**src/rtl/core/sket_pkg.sv**
```systemverilog
// Types and constants shared by the sparse kernel eligibility table.
package sket_pkg;

  localparam int DIM_W     = 16;
  localparam int BUCKET_W  = 16;
  localparam int CODE_W    = 8;
  localparam int LIMIT_W   = 8;
  localparam int KEY_W     = 3 * BUCKET_W + 2 * CODE_W;
  localparam int PROD_MN_W = 2 * DIM_W;
  localparam int PROD_W    = 3 * DIM_W;
  localparam int FLOPS_W   = PROD_W + 1;
  localparam int OPCODE_W  = 2;
  localparam int REASON_W  = 3;
  localparam int CFG_IDX_W = 2;

  typedef logic [OPCODE_W-1:0]  opcode_t;
  typedef logic [REASON_W-1:0]  reason_t;
  typedef logic [CFG_IDX_W-1:0] cfg_idx_t;
  typedef logic [KEY_W-1:0]     key_t;

  localparam opcode_t OP_CHECK  = 2'd0;
  localparam opcode_t OP_RECORD = 2'd1;
  localparam opcode_t OP_CLEAR  = 2'd2;

  localparam reason_t REASON_OK             = 3'd0;
  localparam reason_t REASON_WRONG_SPARSITY = 3'd1;
  localparam reason_t REASON_TOO_SMALL      = 3'd2;
  localparam reason_t REASON_BLACKLISTED    = 3'd3;
  localparam reason_t REASON_NO_COMPRESSION = 3'd4;

  localparam cfg_idx_t CFG_MIN_FLOPS     = 2'd0;
  localparam cfg_idx_t CFG_FAILURE_LIMIT = 2'd1;
  localparam cfg_idx_t CFG_TWO_FOUR_CODE = 2'd2;

  localparam logic [FLOPS_W-1:0] MIN_FLOPS_RESET     = 49'd1048576;
  localparam logic [LIMIT_W-1:0] FAILURE_LIMIT_RESET = 8'd3;
  localparam logic [CODE_W-1:0]  TWO_FOUR_CODE_RESET = 8'd1;

endpackage

```
**src/rtl/core/sket_if.sv**
```systemverilog
// Request, response and configuration channels of the eligibility table.
interface sket_req_if;
  import sket_pkg::*;
  logic                valid;
  logic                ready;
  logic [OPCODE_W-1:0] opcode;
  logic [DIM_W-1:0]    dim_m;
  logic [DIM_W-1:0]    dim_n;
  logic [DIM_W-1:0]    dim_k;
  logic [CODE_W-1:0]   job_sparsity;
  logic [BUCKET_W-1:0] bucket_m;
  logic [BUCKET_W-1:0] bucket_n;
  logic [BUCKET_W-1:0] bucket_k;
  logic [CODE_W-1:0]   key_dtype;
  logic [CODE_W-1:0]   key_sparsity;
  logic                compression_ready;

  modport source (output valid, opcode, dim_m, dim_n, dim_k, job_sparsity, bucket_m,
                  bucket_n, bucket_k, key_dtype, key_sparsity, compression_ready,
                  input ready);
  modport sink (input valid, opcode, dim_m, dim_n, dim_k, job_sparsity, bucket_m,
                bucket_n, bucket_k, key_dtype, key_sparsity, compression_ready,
                output ready);
endinterface

interface sket_rsp_if;
  import sket_pkg::*;
  logic                valid;
  logic                ready;
  logic                eligible;
  logic [REASON_W-1:0] reason;
  logic                table_full;

  modport source (output valid, eligible, reason, table_full, input ready);
  modport sink (input valid, eligible, reason, table_full, output ready);
endinterface

interface sket_cfg_if;
  import sket_pkg::*;
  logic                 valid;
  logic                 ready;
  logic [CFG_IDX_W-1:0] index;
  logic [FLOPS_W-1:0]   data;

  modport source (output valid, index, data, input ready);
  modport sink (input valid, index, data, output ready);
endinterface

```
**src/rtl/core/sparse_kernel_eligibility_table.sv**
```systemverilog
// Sparse kernel eligibility table: job checks and shape key failure tracking.
//
// channel | dir | carries
// req     | in  | opcode, job dims, job sparsity, shape key parts, compression flag
// rsp     | out | eligible, reason, table_full
// cfg     | in  | register index, write data (min_flops, failure_limit, two_four_code)
//
// Check and record requests pass from accept through two multiply steps, one tag read
// per entry through the single read port of the key RAM, the settling of the last
// compare, a decide step and the output load, which waits while a response still
// holds the output register; a key hit ends the scan early. Clear and unused
// opcodes go straight to the output load. Reset is synchronous and clears the
// valid bits at once; no clearing pass. A new request is accepted while a response
// still waits in the output register.
module sparse_kernel_eligibility_table #(
  parameter int TABLE_ENTRIES = 16,
  parameter int COUNT_WIDTH   = 8
) (
  input logic       clk,
  input logic       rst,
  sket_req_if.sink  req,
  sket_rsp_if.source rsp,
  sket_cfg_if.sink  cfg
);
  import sket_pkg::*;

  localparam int IDX_W = (TABLE_ENTRIES > 1) ? $clog2(TABLE_ENTRIES) : 1;
  localparam int PTR_W = $clog2(TABLE_ENTRIES + 1);
  localparam int ROW_W = KEY_W + COUNT_WIDTH;
  localparam int CMP_W = (COUNT_WIDTH > LIMIT_W) ? COUNT_WIDTH : LIMIT_W;
  localparam logic [COUNT_WIDTH-1:0] COUNT_MAX = '1;
  localparam logic [COUNT_WIDTH-1:0] COUNT_ONE = COUNT_WIDTH'(1);
  localparam logic [PTR_W-1:0]       PTR_END   = PTR_W'(TABLE_ENTRIES);

  typedef enum logic [5:0] {
    S_IDLE   = 6'b000001,
    S_MUL1   = 6'b000010,
    S_MUL2   = 6'b000100,
    S_SCAN   = 6'b001000,
    S_DECIDE = 6'b010000,
    S_FIN    = 6'b100000
  } state_t;

  state_t state;

  logic [FLOPS_W-1:0] min_flops;
  logic [LIMIT_W-1:0] failure_limit;
  logic [CODE_W-1:0]  two_four_code;

  opcode_t             op;
  logic [DIM_W-1:0]    dim_m;
  logic [DIM_W-1:0]    dim_n;
  logic [DIM_W-1:0]    dim_k;
  logic [CODE_W-1:0]   job_sparsity;
  key_t                key;
  logic                comp_ready;
  logic [PROD_MN_W-1:0] prod_mn;
  logic [PROD_W-1:0]   flops;

  logic [TABLE_ENTRIES-1:0] entry_valid;
  logic [PTR_W-1:0]         scan_ptr;
  logic                     cmp_v;
  logic [IDX_W-1:0]         cmp_idx;
  logic                     hit;
  logic [IDX_W-1:0]         hit_idx;
  logic [COUNT_WIDTH-1:0]   hit_cnt;
  logic                     free_found;
  logic [IDX_W-1:0]         free_idx;

  logic    res_eligible;
  reason_t res_reason;
  logic    res_full;
  logic    rsp_valid;
  logic    rsp_eligible;
  reason_t rsp_reason;
  logic    rsp_full;

  logic                   ram_we;
  logic [IDX_W-1:0]       ram_waddr;
  logic [ROW_W-1:0]       ram_wdata;
  logic                   ram_re;
  logic [ROW_W-1:0]       ram_rdata;
  key_t                   rd_key;
  logic [COUNT_WIDTH-1:0] rd_cnt;
  logic [IDX_W-1:0]       scan_idx;
  logic                   blacklisted;
  logic                   big_enough;
  logic [COUNT_WIDTH-1:0] cnt_inc;

  assign req.ready      = (state == S_IDLE);
  assign cfg.ready      = 1'b1;
  assign rsp.valid      = rsp_valid;
  assign rsp.eligible   = rsp_eligible;
  assign rsp.reason     = rsp_reason;
  assign rsp.table_full = rsp_full;

  assign rd_key   = ram_rdata[ROW_W-1:COUNT_WIDTH];
  assign rd_cnt   = ram_rdata[COUNT_WIDTH-1:0];
  assign scan_idx = scan_ptr[IDX_W-1:0];
  assign ram_re   = (state == S_SCAN) && (scan_ptr != PTR_END);

  assign blacklisted = hit && (CMP_W'(hit_cnt) >= CMP_W'(failure_limit));
  assign big_enough  = {flops, 1'b0} >= min_flops;
  assign cnt_inc     = (hit_cnt == COUNT_MAX) ? hit_cnt : hit_cnt + COUNT_ONE;

  assign ram_we    = (state == S_DECIDE) && (op == OP_RECORD) && (hit || free_found);
  assign ram_waddr = hit ? hit_idx : free_idx;
  assign ram_wdata = hit ? {key, cnt_inc} : {key, COUNT_ONE};

  sket_ram #(
    .WIDTH (ROW_W),
    .DEPTH (TABLE_ENTRIES)
  ) u_tags (
    .clk   (clk),
    .we    (ram_we),
    .waddr (ram_waddr),
    .wdata (ram_wdata),
    .re    (ram_re),
    .raddr (scan_idx),
    .rdata (ram_rdata)
  );

  always_ff @(posedge clk) begin
    if (rst) begin
      min_flops     <= MIN_FLOPS_RESET;
      failure_limit <= FAILURE_LIMIT_RESET;
      two_four_code <= TWO_FOUR_CODE_RESET;
    end else if (cfg.valid) begin
      unique case (cfg.index)
        CFG_MIN_FLOPS:     min_flops     <= cfg.data;
        CFG_FAILURE_LIMIT: failure_limit <= cfg.data[LIMIT_W-1:0];
        CFG_TWO_FOUR_CODE: two_four_code <= cfg.data[CODE_W-1:0];
        default: ;
      endcase
    end
  end

  always_ff @(posedge clk) begin
    if (rst) begin
      state       <= S_IDLE;
      entry_valid <= '0;
      rsp_valid   <= 1'b0;
      cmp_v       <= 1'b0;
    end else begin
      if (state == S_FIN && (!rsp_valid || rsp.ready)) begin
        rsp_valid <= 1'b1;
      end else if (rsp.ready) begin
        rsp_valid <= 1'b0;
      end
      unique case (state)
        S_IDLE: begin
          if (req.valid) begin
            op           <= req.opcode;
            dim_m        <= req.dim_m;
            dim_n        <= req.dim_n;
            dim_k        <= req.dim_k;
            job_sparsity <= req.job_sparsity;
            key          <= {req.bucket_m, req.bucket_n, req.bucket_k,
                             req.key_dtype, req.key_sparsity};
            comp_ready   <= req.compression_ready;
            if (req.opcode == OP_CHECK || req.opcode == OP_RECORD) begin
              state <= S_MUL1;
            end else begin
              res_eligible <= 1'b0;
              res_reason   <= REASON_OK;
              res_full     <= 1'b0;
              if (req.opcode == OP_CLEAR) begin
                entry_valid <= '0;
              end
              state <= S_FIN;
            end
          end
        end
        S_MUL1: begin
          prod_mn <= PROD_MN_W'(dim_m) * PROD_MN_W'(dim_n);
          state   <= S_MUL2;
        end
        S_MUL2: begin
          flops      <= PROD_W'(prod_mn) * PROD_W'(dim_k);
          scan_ptr   <= '0;
          cmp_v      <= 1'b0;
          hit        <= 1'b0;
          free_found <= 1'b0;
          state      <= S_SCAN;
        end
        S_SCAN: begin
          if (cmp_v && rd_key == key) begin
            hit     <= 1'b1;
            hit_idx <= cmp_idx;
            hit_cnt <= rd_cnt;
            cmp_v   <= 1'b0;
            state   <= S_DECIDE;
          end else if (scan_ptr == PTR_END) begin
            cmp_v <= 1'b0;
            if (!cmp_v) begin
              state <= S_DECIDE;
            end
          end else begin
            cmp_v    <= entry_valid[scan_idx];
            cmp_idx  <= scan_idx;
            scan_ptr <= scan_ptr + PTR_W'(1);
            if (!entry_valid[scan_idx] && !free_found) begin
              free_found <= 1'b1;
              free_idx   <= scan_idx;
            end
          end
        end
        S_DECIDE: begin
          if (op == OP_RECORD) begin
            res_eligible <= 1'b0;
            res_reason   <= REASON_OK;
            res_full     <= !hit && !free_found;
            if (!hit && free_found) begin
              entry_valid[free_idx] <= 1'b1;
            end
          end else begin
            res_full <= 1'b0;
            if (job_sparsity != two_four_code) begin
              res_eligible <= 1'b0;
              res_reason   <= REASON_WRONG_SPARSITY;
            end else if (!big_enough) begin
              res_eligible <= 1'b0;
              res_reason   <= REASON_TOO_SMALL;
            end else if (blacklisted) begin
              res_eligible <= 1'b0;
              res_reason   <= REASON_BLACKLISTED;
            end else if (!comp_ready) begin
              res_eligible <= 1'b0;
              res_reason   <= REASON_NO_COMPRESSION;
            end else begin
              res_eligible <= 1'b1;
              res_reason   <= REASON_OK;
            end
          end
          state <= S_FIN;
        end
        S_FIN: begin
          if (!rsp_valid || rsp.ready) begin
            rsp_eligible <= res_eligible;
            rsp_reason   <= res_reason;
            rsp_full     <= res_full;
            state        <= S_IDLE;
          end
        end
        default: state <= S_IDLE;
      endcase
    end
  end

  a_busy_after_accept: assert property (@(posedge clk) disable iff (rst)
    req.valid && req.ready |=> state != S_IDLE)
    else $error("request accepted but sequencer stayed idle");

  a_ram_write_in_decide: assert property (@(posedge clk) disable iff (rst)
    ram_we |-> state == S_DECIDE && op == OP_RECORD)
    else $error("key RAM written outside a record decision");

  a_scan_bound: assert property (@(posedge clk) disable iff (rst)
    state == S_SCAN |-> scan_ptr <= PTR_END)
    else $error("scan pointer ran past the table");

  a_rsp_consistent: assert property (@(posedge clk) disable iff (rst)
    rsp.valid |-> !(rsp.eligible && (rsp.reason != REASON_OK || rsp.table_full)))
    else $error("eligible response carries a reject reason or full flag");

endmodule

```
**src/rtl/core/sket_ram.sv**
```systemverilog
// Generic single-port-write, registered-read RAM.
module sket_ram #(
  parameter int WIDTH = 72,
  parameter int DEPTH = 16
) (
  input  logic                                       clk,
  input  logic                                       we,
  input  logic [((DEPTH > 1) ? $clog2(DEPTH) : 1)-1:0] waddr,
  input  logic [WIDTH-1:0]                           wdata,
  input  logic                                       re,
  input  logic [((DEPTH > 1) ? $clog2(DEPTH) : 1)-1:0] raddr,
  output logic [WIDTH-1:0]                           rdata
);
  logic [WIDTH-1:0] mem [DEPTH];

  always_ff @(posedge clk) begin
    if (we) begin
      mem[waddr] <= wdata;
    end
    if (re) begin
      rdata <= mem[raddr];
    end
  end
endmodule
```
**src/flat_wrapper.sv**
```systemverilog
// flat-port wrapper written by rule: the top's interface ports become plain ports
module sparse_kernel_eligibility_table_flat import sket_pkg::*;
#(
  parameter int TABLE_ENTRIES = 16,
  parameter int COUNT_WIDTH   = 8
)
  (clk, rst, req_valid, req_opcode, req_dim_m, req_dim_n, req_dim_k, req_job_sparsity, req_bucket_m, req_bucket_n, req_bucket_k, req_key_dtype, req_key_sparsity, req_compression_ready, req_ready, rsp_valid, rsp_eligible, rsp_reason, rsp_table_full, rsp_ready, cfg_valid, cfg_index, cfg_data, cfg_ready);
  sket_req_if req_i ();
  sket_rsp_if rsp_i ();
  sket_cfg_if cfg_i ();
  input logic clk;
  input logic rst;
  input wire logic [$bits(req_i.valid)-1:0] req_valid;
  input wire logic [$bits(req_i.opcode)-1:0] req_opcode;
  input wire logic [$bits(req_i.dim_m)-1:0] req_dim_m;
  input wire logic [$bits(req_i.dim_n)-1:0] req_dim_n;
  input wire logic [$bits(req_i.dim_k)-1:0] req_dim_k;
  input wire logic [$bits(req_i.job_sparsity)-1:0] req_job_sparsity;
  input wire logic [$bits(req_i.bucket_m)-1:0] req_bucket_m;
  input wire logic [$bits(req_i.bucket_n)-1:0] req_bucket_n;
  input wire logic [$bits(req_i.bucket_k)-1:0] req_bucket_k;
  input wire logic [$bits(req_i.key_dtype)-1:0] req_key_dtype;
  input wire logic [$bits(req_i.key_sparsity)-1:0] req_key_sparsity;
  input wire logic [$bits(req_i.compression_ready)-1:0] req_compression_ready;
  output wire logic [$bits(req_i.ready)-1:0] req_ready;
  output wire logic [$bits(rsp_i.valid)-1:0] rsp_valid;
  output wire logic [$bits(rsp_i.eligible)-1:0] rsp_eligible;
  output wire logic [$bits(rsp_i.reason)-1:0] rsp_reason;
  output wire logic [$bits(rsp_i.table_full)-1:0] rsp_table_full;
  input wire logic [$bits(rsp_i.ready)-1:0] rsp_ready;
  input wire logic [$bits(cfg_i.valid)-1:0] cfg_valid;
  input wire logic [$bits(cfg_i.index)-1:0] cfg_index;
  input wire logic [$bits(cfg_i.data)-1:0] cfg_data;
  output wire logic [$bits(cfg_i.ready)-1:0] cfg_ready;
  assign req_i.valid = req_valid;
  assign req_i.opcode = req_opcode;
  assign req_i.dim_m = req_dim_m;
  assign req_i.dim_n = req_dim_n;
  assign req_i.dim_k = req_dim_k;
  assign req_i.job_sparsity = req_job_sparsity;
  assign req_i.bucket_m = req_bucket_m;
  assign req_i.bucket_n = req_bucket_n;
  assign req_i.bucket_k = req_bucket_k;
  assign req_i.key_dtype = req_key_dtype;
  assign req_i.key_sparsity = req_key_sparsity;
  assign req_i.compression_ready = req_compression_ready;
  assign req_ready = req_i.ready;
  assign rsp_valid = rsp_i.valid;
  assign rsp_eligible = rsp_i.eligible;
  assign rsp_reason = rsp_i.reason;
  assign rsp_table_full = rsp_i.table_full;
  assign rsp_i.ready = rsp_ready;
  assign cfg_i.valid = cfg_valid;
  assign cfg_i.index = cfg_index;
  assign cfg_i.data = cfg_data;
  assign cfg_ready = cfg_i.ready;
  sparse_kernel_eligibility_table #(.TABLE_ENTRIES(TABLE_ENTRIES), .COUNT_WIDTH(COUNT_WIDTH)) u_core (.clk(clk), .rst(rst), .req(req_i), .rsp(rsp_i), .cfg(cfg_i));
endmodule
```
**config.mk**
```make
export PLATFORM = sky130hd
export DESIGN_NAME = sparse_kernel_eligibility_table_flat
export DESIGN_NICKNAME = d
export VERILOG_FILES = /design/src/rtl/core/sket_pkg.sv /design/src/rtl/core/sket_if.sv /design/src/rtl/core/sparse_kernel_eligibility_table.sv /design/src/rtl/core/sket_ram.sv /design/src/flat_wrapper.sv
export SDC_FILE = /design/constraint.sdc
export NUM_CORES = 2
export LEC_CHECK = 0
export BUFFER_PORTS_ARGS = -buffer_cell sky130_fd_sc_hd__buf_2
export CORE_MARGIN = 8
export CORE_UTILIZATION = 60
export CTS_BUF_LIST = sky130_fd_sc_hd__clkbuf_2 sky130_fd_sc_hd__clkbuf_4 sky130_fd_sc_hd__clkbuf_8
export CTS_CLUSTER_SIZE = 16
export DETAILED_ROUTE_END_ITERATION = 7
export GPL_TIMING_DRIVEN = 0
export PLACE_DENSITY = 0.75
export SLEW_MARGIN = 20
export SYNTH_ARGS = -nofsm -noshare
export SYNTH_HDL_FRONTEND = slang
export SYNTH_SLANG_ARGS = --single-unit
```
**constraint.sdc**
```tcl
create_clock -name clk -period 13.75 [get_ports clk]
set_input_delay 1.375 -clock clk [delete_from_list [all_inputs] [get_ports clk]]
set_output_delay 1.375 -clock clk [all_outputs]
set_load 0.02 [all_outputs]
```
==> reports/metrics.json <==
{
  "status": {
    "run_status": "complete, no violations"
  },
  "worst_setup_path": {
    "critical_path.endpoint_type": "register",
    "rrSetupSlack_ns": 6.31,
    "crit-reg2reg-launch": "u_core.dim_k[7]",
    "maximum_fanout_encountered_on_the_critical_timing_path": 10,
    "reg2reg_capture_point": "u_core.flops[43]",
    "worstPathCellList": "clkbuf_1 > nand2_1 > fa_1 > inv_1 > fa_1 > inv_1 > fa_1 > inv_1 > fa_1 > fa_1 > inv_1 > fa_1 > inv_1 > ha_1 > nand4_1 > a21oi_1 > o21ai_1 > a2111oi_2 > o21ai_1 > a21oi_1 > nor2_1 > a211o_1 > a32oi_1",
    "worstPathArrival_ns": 8.17,
    "critPathRequiredTime_ns": 14.49,
    "timing.reg2reg.worst_path_depth": 23,
    "crit_path_top_delay_cell": "clkbuf_1",
    "cp_common_cell": "fa_1",
    "setup.worst_path.start_class": "register",
    "crit_type": "reg -> reg",
    "critical-path-max-stage-delay_ns": 0.67
  },
  "clock_network": {
    "ctsHoldBuffers": 0,
    "cts_root_buf": "clkbuf_8",
    "cts_tree": "done",
    "cts_setup_buffers": 0,
    "post_cts_sizing": 0,
    "clkTransAtPathRegs_ns": 0.06,
    "clk_path_buf_depth": 3,
    "clock_latency_ns": 0.96,
    "cts_max_level": 4,
    "cts_inserted_buffers": 237,
    "clkSinkCount": 1553
  },
  "routing": {
    "detail_route.wl_per_cell_um": 25.48,
    "post_drt_via_cell_ratio": 5.969,
    "drtAntennaViolNets": 0,
    "wirelength_um": 205500,
    "drt-pass1-iter-count": 6,
    "drt_iter0_markers": 5365,
    "routed-via-count": 48160,
    "route.detailed.drc": 0
  },
  "synthesis": {
    "synth_enable_flop_cells": 1464,
    "ys_ff_latch": 1553,
    "yosys.cell_types.count": 66,
    "synth_warnings": 0,
    "asyncSetResetFlopFracSynth_pct": 0,
    "seq_area_frac_synth_pct": 55.12,
    "post_synth.cell_area_avg_sq_um": 14.98,
    "ys_dominant_reg_cell": "edfxtp_1",
    "synthesis.instances": 5540,
    "synth_nets": 6614,
    "mappedNetlistArea_sq_um": 82990
  },
  "sta": {
    "maximum_clock_skew_at_final_layout_ns": 0.07796,
    "final_max_slew_viol_count": 0,
    "rsz0062_at_grt": "false",
    "worstMarginPinSlew_ns": 1.152,
    "finalHoldViolations": 0,
    "worst_max_slew_margin_expressed_relative_to_the_limit_pct": 23.20,
    "final_setup_violations": 0,
    "clock.fmax_mhz": 134.5,
    "period_minus_slack_ns": 7.437,
    "layout_worst_path_cycle_share_pct": 54.08
  },
  "global_route": {
    "grt_pass1_wl_um": 307900,
    "via_count_of_the_first_global_routing_pass": 50020,
    "overall_fraction_of_global_route_tracks_in_use_pct": 27.27,
    "antenna_found_initial": 12,
    "gr-total-overflow": 0,
    "largest_net_degree_at_the_start_of_global_routing": 36
  },
  "placed_design": {
    "numPlacedInstances": 7622,
    "numPortBuffers": 185,
    "detailed_placement_wirelength_estimate_um": 148300,
    "place.gp.congestion": 0.9446,
    "detailed_place.area_sq_um": 88380
  },
  "layout": {
    "layout_common_cells": "edfxtp_1 (1464), inv_1 (749), fa_1 (612), nand2_1 (594), mux4_2 (365)",
    "layout.nets": 7143,
    "stdcell_count": 8068,
    "filler_cell_count": 9032,
    "finalInstanceArea_sq_um": 93290,
    "drive_above_1_share_pct": 17.55,
    "area.growth.synth_to_final_pct": 12.42,
    "mostFrequentLayoutCell": "edfxtp_1"
  },
  "floorplanning": {
    "initial_utilization_pct": 60.43,
    "design.die.area_sq_um": 150500,
    "die_h_um": 387.9,
    "core-area_sq_um": 137300,
    "floorplan.rows": 136,
    "die_width_um": 387.9,
    "io_pins": 187
  },
  "min_path": {
    "hold_path_end": "u_core.hit_idx[0]",
    "hold_class": "reg -> reg",
    "min_path_cells": 0,
    "worst_hold_startpoint": "u_core.cmp_idx[0]"
  },
  "flow_run": {
    "max_cap_viol_count": 0
  }
}
[synth_stat cells, drive strengths merged (15+ instances only)]
library cell	n	share of area, %
a21oi	162	0.98
nor4	22	0.17
xor2	65	0.69
a21o	67	0.61
and2	334	2.5
xnor2	78	0.82
inv	749	3.4
mux4	365	9.9
buf	44	0.21
nor2	103	0.47
dfxtp	89	2.1
mux2i	16	0.19
nand3	30	0.18
o21ai	53	0.32
clkbuf	194	0.88
fa	612	15
nand2	594	2.7
edfxtp	1464	53
ha	283	4.3
nand4	30	0.23
nor3	15	0.090
[state kept, by name, summed over array words and instances (netlist names), 3 cells and up]
| signal | cells |
|---|---|
| u_core.min_flops | 49 |
| u_core.scan_ptr | 5 |
| u_core.cmp_idx | 4 |
| u_core.failure_limit | 8 |
| u_core.job_sparsity | 8 |
| u_core.dim_m | 16 |
| u_core.free_idx | 4 |
| u_core.entry_valid | 16 |
| u_core.state | 6 |
| u_core.hit_cnt | 8 |
| u_core.hit_idx | 4 |
| u_core.rsp.reason | 3 |
| u_core.u_tags.mem | 1152 |
| u_core.flops | 48 |
| u_core.res_reason | 3 |
| u_core.two_four_code | 8 |
| u_core.dim_k | 16 |
| u_core.u_tags.rdata | 72 |
| u_core.key | 64 |
| u_core.dim_n | 16 |
| u_core.prod_mn | 32 |
[cell families after synthesis]
family	Yosys count	synth area share, %
xor gates and xnor gates	143	1.509
DFF	1553	55.12
muxes	381	10.10
and+or+nand+nor	1195	6.881
adders and majority gates	895	19.03
other	1	0.004519
AOI/OAI and AO/OA	384	2.877
buffers and inverters	988	4.479
[through the flow]
| stage | setup slack [ns] | utilization [%] | setup TNS (ns) | hold slack [ns] |
|---|---|---|---|---|
| 6_report | 6.313 | 67.94 | 0 | 0.3646 |
| 5_1_grt | 6.064 | 67.93 | 0 | 0.3452 |
| 2_1_floorplan | 2.253 | - | 0 | 0.4003 |
| 4_1_cts | 6.412 | 67.88 | 0 | 0.3446 |
| 3_5_place_dp | 6.442 | 64.36 | 0 | 0.4045 |
| 3_3_place_gp | -7.288 | 62.74 | -892.42 | 0.4009 |
[final cells by class]
| cell class | count | area (sq um) | area share (%) |
|---|---|---|---|
| multi-input combinational | 2999 | 33700 | 36.12 |
| sequential | 1553 | 45740 | 49.03 |
| buffer | 238 | 924.6 | 0.9911 |
| antenna | 7 | 17.52 | 0.01878 |
| inverter | 750 | 2815 | 3.018 |
| tap | 1794 | 2245 | 2.406 |
| timing repair buffer | 290 | 3008 | 3.224 |
| clock buffer | 322 | 3969 | 4.254 |
| clock inverter | 115 | 873.3 | 0.9361 |
[worst max path at each step]
stage | to | start
CTS | u_core.flops[43] | u_core.dim_k[7]
finish | u_core.flops[43] | u_core.dim_k[7]
floorplan | u_core.comp_ready | rst
global route | u_core.flops[43] | u_core.dim_k[7]
detailed placement | u_core.prod_mn[26] | u_core.dim_m[14]
global placement | u_core.dim_n[6] | rst
[worst max-delay path, delay by kind of cell (launching register included)]
| kind | cells | cell delay, ns |
|---|---|---|
| adder cells (fa/ha/maj) | 7 | 3.43 |
| AND/OR/NAND/NOR | 3 | 0.47 |
| flip-flops | 1 | 0.63 |
| buffers and inverters | 6 | 0.95 |
| AO/OA/AOI/OAI | 7 | 1.73 |
[metal layers]
metal	up-vias	part of all wire, %	GRT usage (%)	wire length (um)
met5	-	0.017	0.2232	34
met4	6	3.4	9.121	7032
met3	417	12	8.587	25250
met2	2898	44	40.59	91080
met1	24300	40	38.63	82150
li1	20540	-	-	-
Power is left out: the tool's default activity adds up to more than one toggle a clock period on the data nets, which glitch-free logic cannot reach.
